[config.mk]
export PLATFORM = sky130hd
export DESIGN_NAME = trial_division_prime_test_unit_flat
export DESIGN_NICKNAME = d
export VERILOG_FILES = /design/src/rtl/tdp_pkg.sv /design/src/rtl/tdp_if.sv /design/src/rtl/trial_division_prime_test_unit.sv /design/src/rtl/tdp_div.sv /design/src/rtl/tdp_ctrl.sv /design/src/flat_wrapper.sv
export SDC_FILE = /design/constraint.sdc
export NUM_CORES = 1
export LEC_CHECK = 0
export BUFFER_PORTS_ARGS = -buffer_cell sky130_fd_sc_hd__buf_2
export CAP_MARGIN = 40
export CORE_ASPECT_RATIO = 0.5
export CORE_MARGIN = 2
export CORE_UTILIZATION = 42
export CTS_CLUSTER_SIZE = 40
export DETAILED_ROUTE_END_ITERATION = 10
export PLACE_DENSITY = 0.59
export SETUP_SLACK_MARGIN = 0.02
export SYNTH_ARGS = -nofsm -noshare
export SYNTH_HDL_FRONTEND = slang
export SYNTH_HIERARCHICAL = 1
export SYNTH_SLANG_ARGS = --single-unit
export TNS_END_PERCENT = 10
[constraint.sdc]
create_clock -name clk_i -period 16.1 [get_ports clk_i]
set_input_delay 2.415 -clock clk_i [delete_from_list [all_inputs] [get_ports clk_i]]
set_output_delay 2.415 -clock clk_i [all_outputs]
set_load 0.005 [all_outputs]
[src/rtl/tdp_pkg.sv]
package tdp_pkg;

  // Width at which the input number is read; bit WIDTH-1 is the sign.
  localparam int unsigned WIDTH = 32;
  // Magnitude bits of a non-negative value.
  localparam int unsigned VAL_W = WIDTH - 1;
  localparam int unsigned CNT_W = $clog2(VAL_W);

  localparam logic [VAL_W-1:0] FIRST_DIV = VAL_W'(5);
  localparam logic [VAL_W-1:0] DIV_STEP  = VAL_W'(6);
  localparam logic [VAL_W-1:0] DIV_PAIR  = VAL_W'(2);
  localparam logic [VAL_W-1:0] DIV_THREE = VAL_W'(3);

  typedef struct packed {
    logic             start;
    logic [VAL_W-1:0] dividend;
    logic [VAL_W-1:0] divisor;
  } div_req_t;

  typedef struct packed {
    logic             done;
    logic [VAL_W-1:0] quotient;
    logic [VAL_W-1:0] remainder;
  } div_rsp_t;

endpackage

[src/rtl/tdp_if.sv]
interface tdp_num_if;
  logic                             valid;
  logic                             ready;
  logic signed [tdp_pkg::WIDTH-1:0] number;

  modport source (output valid, output number, input ready);
  modport sink (input valid, input number, output ready);
endinterface

interface tdp_res_if;
  logic valid;
  logic ready;
  logic is_prime;

  modport source (output valid, output is_prime, input ready);
  modport sink (input valid, input is_prime, output ready);
endinterface

[src/rtl/trial_division_prime_test_unit.sv]
// Primality test by 6k+/-1 trial division. One item in (number, read as
// signed two's complement), one item out (is_prime). Negative values, 0
// and 1 give 0; 2 and 3 give 1; even values decide at once. Otherwise a
// shared radix-2 restoring divider (one shift step per quotient bit, then
// a hand-over of the result) first divides by 3, then by d and d+2 for
// d = 5, 11, ...
// The division by d also yields the loop bound (stop when quotient < d),
// so the square never has to be formed. An item therefore takes one
// division by 3 and up to two divisions per loop pass, with up to about
// sqrt(n)/6 passes; trivially decided values need no division. The input
// is ready only while the sequencer is idle; the result sits in an output
// register, so the next item is taken while an earlier result still waits
// to be read.
module trial_division_prime_test_unit (
  input  logic      clk_i,
  input  logic      rst_ni,
  tdp_num_if.sink   in_i,
  tdp_res_if.source out_o
);
  import tdp_pkg::*;

  div_req_t div_req;
  div_rsp_t div_rsp;
  logic     res_valid;
  logic     res_ready;
  logic     res_prime;
  logic     out_valid_q;
  logic     out_prime_q;

  tdp_ctrl u_ctrl (
    .clk_i       (clk_i),
    .rst_ni      (rst_ni),
    .in_valid_i  (in_i.valid),
    .in_ready_o  (in_i.ready),
    .number_i    (in_i.number),
    .res_valid_o (res_valid),
    .res_ready_i (res_ready),
    .res_prime_o (res_prime),
    .div_req_o   (div_req),
    .div_rsp_i   (div_rsp)
  );

  tdp_div u_div (
    .clk_i  (clk_i),
    .rst_ni (rst_ni),
    .req_i  (div_req),
    .rsp_o  (div_rsp)
  );

  // Output register: the sequencer hands over when the slot is free or
  // being emptied this cycle.
  assign res_ready = !out_valid_q || out_o.ready;

  always_ff @(posedge clk_i or negedge rst_ni) begin
    if (!rst_ni) begin
      out_valid_q <= 1'b0;
    end else if (res_ready) begin
      out_valid_q <= res_valid;
    end
  end

  always_ff @(posedge clk_i) begin
    if (res_ready && res_valid) begin
      out_prime_q <= res_prime;
    end
  end

  assign out_o.valid    = out_valid_q;
  assign out_o.is_prime = out_prime_q;

endmodule

[src/rtl/tdp_div.sv]
module tdp_div (
  input  logic              clk_i,
  input  logic              rst_ni,
  input  tdp_pkg::div_req_t req_i,
  output tdp_pkg::div_rsp_t rsp_o
);
  import tdp_pkg::*;

  logic             busy_q, busy_d;
  logic             done_q, done_d;
  logic [CNT_W-1:0] cnt_q, cnt_d;
  logic [VAL_W-1:0] rem_q, rem_d;
  logic [VAL_W-1:0] quo_q, quo_d;
  logic [VAL_W-1:0] dsr_q, dsr_d;
  logic [VAL_W:0]   trial;
  logic [VAL_W:0]   diff;

  // One restoring step per cycle, quotient bits shift in from the bottom.
  assign trial = {rem_q, quo_q[VAL_W-1]};
  assign diff  = trial - {1'b0, dsr_q};

  always_comb begin
    busy_d = busy_q;
    done_d = 1'b0;
    cnt_d  = cnt_q;
    rem_d  = rem_q;
    quo_d  = quo_q;
    dsr_d  = dsr_q;
    if (req_i.start) begin
      busy_d = 1'b1;
      cnt_d  = '0;
      rem_d  = '0;
      quo_d  = req_i.dividend;
      dsr_d  = req_i.divisor;
    end else if (busy_q) begin
      if (!diff[VAL_W]) begin
        rem_d = diff[VAL_W-1:0];
        quo_d = {quo_q[VAL_W-2:0], 1'b1};
      end else begin
        rem_d = trial[VAL_W-1:0];
        quo_d = {quo_q[VAL_W-2:0], 1'b0};
      end
      cnt_d = cnt_q + CNT_W'(1);
      if (cnt_q == CNT_W'(VAL_W - 1)) begin
        busy_d = 1'b0;
        done_d = 1'b1;
      end
    end
  end

  always_ff @(posedge clk_i or negedge rst_ni) begin
    if (!rst_ni) begin
      busy_q <= 1'b0;
      done_q <= 1'b0;
      cnt_q  <= '0;
    end else begin
      busy_q <= busy_d;
      done_q <= done_d;
      cnt_q  <= cnt_d;
    end
  end

  always_ff @(posedge clk_i) begin
    rem_q <= rem_d;
    quo_q <= quo_d;
    dsr_q <= dsr_d;
  end

  assign rsp_o.done      = done_q;
  assign rsp_o.quotient  = quo_q;
  assign rsp_o.remainder = rem_q;

endmodule

[src/rtl/tdp_ctrl.sv]
module tdp_ctrl (
  input  logic                        clk_i,
  input  logic                        rst_ni,
  input  logic                        in_valid_i,
  output logic                        in_ready_o,
  input  logic [tdp_pkg::WIDTH-1:0]   number_i,
  output logic                        res_valid_o,
  input  logic                        res_ready_i,
  output logic                        res_prime_o,
  output tdp_pkg::div_req_t           div_req_o,
  input  tdp_pkg::div_rsp_t           div_rsp_i
);
  import tdp_pkg::*;

  typedef enum logic [4:0] {
    ST_IDLE = 5'b00001,
    ST_DIV3 = 5'b00010,
    ST_DIVD = 5'b00100,
    ST_DIV2 = 5'b01000,
    ST_DONE = 5'b10000
  } state_e;

  state_e           state_q, state_d;
  logic [VAL_W-1:0] val_q, val_d;
  logic [VAL_W-1:0] dv_q, dv_d;
  logic             prime_q, prime_d;
  logic [VAL_W-1:0] in_val;
  logic             in_neg;

  assign in_neg = number_i[WIDTH-1];
  assign in_val = number_i[VAL_W-1:0];

  always_comb begin
    state_d            = state_q;
    val_d              = val_q;
    dv_d               = dv_q;
    prime_d            = prime_q;
    div_req_o.start    = 1'b0;
    div_req_o.dividend = val_q;
    div_req_o.divisor  = dv_q;
    unique case (state_q)
      ST_IDLE: begin
        if (in_valid_i) begin
          val_d = in_val;
          if (in_neg || in_val <= VAL_W'(1)) begin
            prime_d = 1'b0;
            state_d = ST_DONE;
          end else if (in_val <= DIV_THREE) begin
            prime_d = 1'b1;
            state_d = ST_DONE;
          end else if (!in_val[0]) begin
            prime_d = 1'b0;
            state_d = ST_DONE;
          end else begin
            div_req_o.start    = 1'b1;
            div_req_o.dividend = in_val;
            div_req_o.divisor  = DIV_THREE;
            state_d            = ST_DIV3;
          end
        end
      end
      ST_DIV3: begin
        if (div_rsp_i.done) begin
          if (div_rsp_i.remainder == '0) begin
            prime_d = 1'b0;
            state_d = ST_DONE;
          end else begin
            dv_d              = FIRST_DIV;
            div_req_o.start   = 1'b1;
            div_req_o.divisor = FIRST_DIV;
            state_d           = ST_DIVD;
          end
        end
      end
      ST_DIVD: begin
        // quotient < d means d*d > value: no factor left to find
        if (div_rsp_i.done) begin
          if (div_rsp_i.quotient < dv_q) begin
            prime_d = 1'b1;
            state_d = ST_DONE;
          end else if (div_rsp_i.remainder == '0) begin
            prime_d = 1'b0;
            state_d = ST_DONE;
          end else begin
            div_req_o.start   = 1'b1;
            div_req_o.divisor = dv_q + DIV_PAIR;
            state_d           = ST_DIV2;
          end
        end
      end
      ST_DIV2: begin
        if (div_rsp_i.done) begin
          if (div_rsp_i.remainder == '0) begin
            prime_d = 1'b0;
            state_d = ST_DONE;
          end else begin
            dv_d              = dv_q + DIV_STEP;
            div_req_o.start   = 1'b1;
            div_req_o.divisor = dv_q + DIV_STEP;
            state_d           = ST_DIVD;
          end
        end
      end
      ST_DONE: begin
        if (res_ready_i) begin
          state_d = ST_IDLE;
        end
      end
      default: begin
        state_d = ST_IDLE;
      end
    endcase
  end

  always_ff @(posedge clk_i or negedge rst_ni) begin
    if (!rst_ni) begin
      state_q <= ST_IDLE;
    end else begin
      state_q <= state_d;
    end
  end

  always_ff @(posedge clk_i) begin
    val_q   <= val_d;
    dv_q    <= dv_d;
    prime_q <= prime_d;
  end

  assign in_ready_o  = (state_q == ST_IDLE);
  assign res_valid_o = (state_q == ST_DONE);
  assign res_prime_o = prime_q;

endmodule
[src/flat_wrapper.sv]
// flat-port wrapper written by rule: the top's interface ports become plain ports
module trial_division_prime_test_unit_flat import tdp_pkg::*;
  (clk_i, rst_ni, in_i_valid, in_i_number, in_i_ready, out_o_valid, out_o_is_prime, out_o_ready);
  tdp_num_if in_i_i ();
  tdp_res_if out_o_i ();
  input  logic clk_i;
  input  logic rst_ni;
  input wire logic [$bits(in_i_i.valid)-1:0] in_i_valid;
  input wire logic [$bits(in_i_i.number)-1:0] in_i_number;
  output wire logic [$bits(in_i_i.ready)-1:0] in_i_ready;
  output wire logic [$bits(out_o_i.valid)-1:0] out_o_valid;
  output wire logic [$bits(out_o_i.is_prime)-1:0] out_o_is_prime;
  input wire logic [$bits(out_o_i.ready)-1:0] out_o_ready;
  assign in_i_i.valid = in_i_valid;
  assign in_i_i.number = in_i_number;
  assign in_i_ready = in_i_i.ready;
  assign out_o_valid = out_o_i.valid;
  assign out_o_is_prime = out_o_i.is_prime;
  assign out_o_i.ready = out_o_ready;
  trial_division_prime_test_unit u_core (.clk_i(clk_i), .rst_ni(rst_ni), .in_i(in_i_i), .out_o(out_o_i));
endmodule
======== After elaboration in Yosys (flattened, before gate mapping) ========
Index checks and enable logic that the tools add are counted.
Widths: inputs -> output; s select.
operators by class
  muxes and demuxes ....................... 51
  $lt $le $gt $ge ......................... 3
  reductions and logical operators ........ 12
  add/subtract/negate cells ............... 4
  equal/unequal tests ..................... 11
operators by type and width
  operator               count
  $mux 31                11
  $mux 63                4
  $pmux 31 s4            1
  $pmux 31 s2            1
  $mux 5                 12
  $sub 32x31->32         1
  $add 31x2->31 const B  1
  $add 31x3->31 const B  1
  $le 31x1->1 const B    1
  $le 31x2->1 const B    1
  $logic_not 31->1       1
  $lt 31x31->1           1
  $pmux 5 s4             1
  $mux 1                 19
  $eq 5x5->1 const B     2
  $ne 2x2->1 const B     3
  $pmux 1 s3             2
  $add 5x1->5 const B    1
  $eq 5x1->1 const B     1
  $eq 5x2->1 const B     1
  $eq 5x3->1 const B     1
  $eq 5x4->1 const B     1
  $reduce_and 5->1       1
  $ne 4x2->1 const B     1
  9 further kinds        11
word-level totals
  bits in registers ....................... 170
  input bits .............................. 36
  word-level logic and storage cells ...... 93
  output and inout port bits .............. 3

======== Logic depth before layout (Yosys ltp) ========
  depth after elaboration ................. 6
  depth in mapped cells ................... 16
  mapped depth without buffers ............ 12

======== Hierarchy ========
The synthesis kept the hierarchy.
modules (own cells, without submodules)
  module                          area each (sq um)  times used  cells an instance  sequential area each (sq um)
  tdp_div                         6029.5             1           593                2657.5
  tdp_ctrl                        5992.0             1           694                2018.2
  trial_division_prime_test_unit  83.8               1           5                  55.1

======== Worst setup path after synthesis ========
Ideal clock, no wire load.
  path kind ............................... input-to-reg
  from .................................... input port in_i_valid
  to ...................................... register u_core.u_div.quo_q[0] (enable)
  required time ........................... 15.726 ns
  setup slack ............................. 9.595 ns
  library setup time ...................... 0.374 ns
  stages on the path ...................... 7
  buffers on the path ..................... 3
  arrival time ............................ 6.131 ns
  cell sequence ........................... and2_1 > nand2_1 > buf_2 > o21ai_0 > clkbuf_1 > clkbuf_1 > or2_2
RTL lines
  what                  line               text
  from (decl)           flat_wrapper.sv:8  input wire logic [$bits(in_i_i.valid)-1:0] in_i_valid;
  to (signal assigned)  tdp_div.sv:65      quo_q <= quo_d;
  to (decl)             tdp_div.sv:13      logic [VAL_W-1:0] quo_q, quo_d;

==> reports/qor.csv <==
metric,value,unit
syn_area,12100,sq um
synth_edf_count,126,
rr_startpoint,u_core/u_ctrl/dv_q[6],
die_y,124,microns
tritoncts,built,
fin_setup_tns,0,ns
max_slew_margin,38.5,%
drc,0,
root_buffer,clkbuf_16,
clock-sinks,170,
cts_max_path_buffers,2,
grt_max_degree,82,
ctsHtreeMaxLevel,4,
drive_gt1_share,15.2,%
start_kind,primary input,
yosys.area_share.simple,18.0,%
hold_depth,0,
globalplace.congestion,0.927,
synth.most_common_cell,edfxtp_1,
cts_repair_resize_count,0,
yosysTopAreaCell,edfxtp_1,
core_region_area,28000,sq um
worst_pin_slew,0.923,ns
synthArstFlopShare,7.65,%
via_per_inst,6.06,
initial_core_util,43.2,%
cts-hold-fix-buffers,0,
final-seq-area,4730,sq um
cts_made_buffers,17,
clkLatencyLatePin,0.44,ns
status,completed,
vias,10200,
fin_worst_skew,0.0128,ns
p_leak,5.05,nW
die_w,244,microns
yosys_warnings,6,
fp-row-count,43,
postLayoutCellArea,13100,sq um
wl_per_cell,20.2,microns
placed_area,12500,sq um
critPathMaxFanout,81,
synth_commonest_cells,"edfxtp_1, nor2_1, nand2_1",
fmax,0.182,GHz
grt_use_total,22.8,%
synthDistinctLibCells,107,
synthCells,1292,
gr-total-overflow,0,
grt_pass1_wl,53.7,mm
ys_ff_latch,170,
placement.io_buffers,38,
period_needed,5.49,ns
crit_path_end_kind,flip-flop,
cp.required,16.44,ns
syn_nets,1395,
synth.area.top_cells,"edfxtp_1, ha_1, mux2_2",
multi_input_comb_area,6680,sq um
rsz0062_at_grt,no,
crit_start,in_i_number[12],
antenna_found_initial,1,
synth_top_family_by_area,compound AO/OA/AOI/OAI gates,
reg2reg_slack,11.34,ns
crit_end,u_core/u_div/rem_q[1],
fin_nets,1396,
diodes,0,
place.detailed.hpwl,24.5,mm
finalHoldViolations,0,
reg2reg_to,u_core/u_div/rem_q[30],
cp.arrival,5.83,ns
avgSynthCellArea,9.37,sq um
firstDrtPassIters,6,
cap_violations,0,
post-route-period-util,34.1,%
crit_type,primary input to flip-flop,
synthAdderAreaFrac,6.99,%
fin_hold_ws,0.505,ns
die-area,30300,sq um
setup_viol,0,
antenna_left,0,
synth_top_area_share,31.3,%
drt_iter0_drc,1290,
synthMuxAreaShare,7.15,%
grt_pass1_vias,9759,
report.final.slew_viol_count,0,
synthFlopType,edfxtp_1,
ir_drop,0.101,mV
hold_path.class,flip-flop to flip-flop,
fillers,2639,
reg2reg_depth,14,
synth_compound_area_share,20.4,%
syn_to_final_growth,8.53,%
synth_xor_area_share,2.53,%
ys_seq_area_share,39.1,%
pin_count,39,
clkTransAtPathRegs,0.08,ns
cts_setup_buffers,0,
wirelength,34.0,mm
powerDensity,174,nW/um^2
-- layout make-up --
cell class / count / share of cell area, %
timing repair buffer: 56 / 2.67
sequential: 170 / 36.0
clock inverter: 13 / 0.867
multi-input combinational: 965 / 50.8
clock buffer: 19 / 3.62
inverter: 83 / 2.37
tap: 382 / 3.64
-- per-layer routing --
layer	track usage [%]	wire, microns	vias up
li1	-	-	4882
met4	6.90	566	0
met1	31.6	15600	4880
met3	4.09	2690	52
met2	36.5	15200	421
met5	0	0	-
-- layout by cell type (no fill, tap or decap), types with 21 or more instances in the layout --
cell	netlist	final
a211oi_1	21	21
a21o_1	21	21
a21oi_1	92	92
buf_2	16	39
dfxtp_1	31	31
edfxtp_1	126	126
ha_1	66	66
inv_1	81	81
mux2_2	60	60
nand2_1	99	99
nand3_1	37	37
nand4_1	26	26
nor2_1	102	102
nor3_1	28	28
nor4_1	30	30
o21ai_0	83	82
o31ai_1	29	29
xnor2_1	26	26
-- registers in the layout, summed over array words and instances (netlist names) --
| signal | flops |
|---|---|
| u_core/u_div/quo_q | 31 |
| u_core/u_div/busy_q | 1 |
| u_core/u_div/done_q | 1 |
| u_core/out_o.valid | 1 |
| u_core/u_ctrl/dv_q | 31 |
| u_core/u_ctrl/state_q | 5 |
| u_core/u_div/rem_q | 31 |
| u_core/u_div/cnt_q | 5 |
| u_core/u_ctrl/val_q | 31 |
| u_core/u_ctrl/res_prime_o | 1 |
| u_core/out_o.is_prime | 1 |
| u_core/u_div/dsr_q | 31 |
-- critical path, cell delays in order --
cell,delay [ns]
buf_2,0.11
nor4_1,0.35
nand4_1,0.25
o311a_1,0.49
nand2_1,0.09
buf_4,0.41
o21ai_4,0.30
buf_16,0.24
buf_4,0.40
or4_1,0.59
o311ai_1,0.10
-- power breakdown --
group / total [mW] / switching, mW / internal (mW) / leakage, nW
registers: 0.751 / 0.108 / 0.643 / 1.63
logic: 1.11 / 0.657 / 0.457 / 3.14
clock network: 0.417 / 0.195 / 0.222 / 0.289
-- cell families after synthesis --
logic type	Yosys count
adder cells (fa/ha/maj)	67
AO/OA/AOI/OAI	368
buffers and inverters	157
AND/OR/NAND/NOR	416
flip-flops	170
multiplexers	79
XOR/XNOR	35
-- worst min path at each step --
stage | startpoint | endpoint | slack (ns)
global placement | u_core/u_ctrl/res_prime_o | u_core/out_o.is_prime | 0.49
CTS | u_core/u_ctrl/res_prime_o | u_core/out_o.is_prime | 0.51
detailed placement | u_core/u_ctrl/res_prime_o | u_core/out_o.is_prime | 0.50
floorplan | u_core/u_ctrl/res_prime_o | u_core/out_o.is_prime | 0.42
global route | u_core/u_ctrl/res_prime_o | u_core/out_o.is_prime | 0.50
finish | u_core/u_ctrl/res_prime_o | u_core/out_o.is_prime | 0.51
-- through the flow --
stage	setup WS (ns)	util, %	std cells	power [mW]
detailed placement	10.15	44.8	1656	1.86
CTS	10.63	46.9	1688	2.28
finish	10.61	46.9	1688	2.28
global placement	10.25	44.6	1652	1.82
floorplan	9.59	-	1292	1.60
global route	10.43	46.9	1688	2.44
No activity file was read; power rests on OpenSTA's default activity.
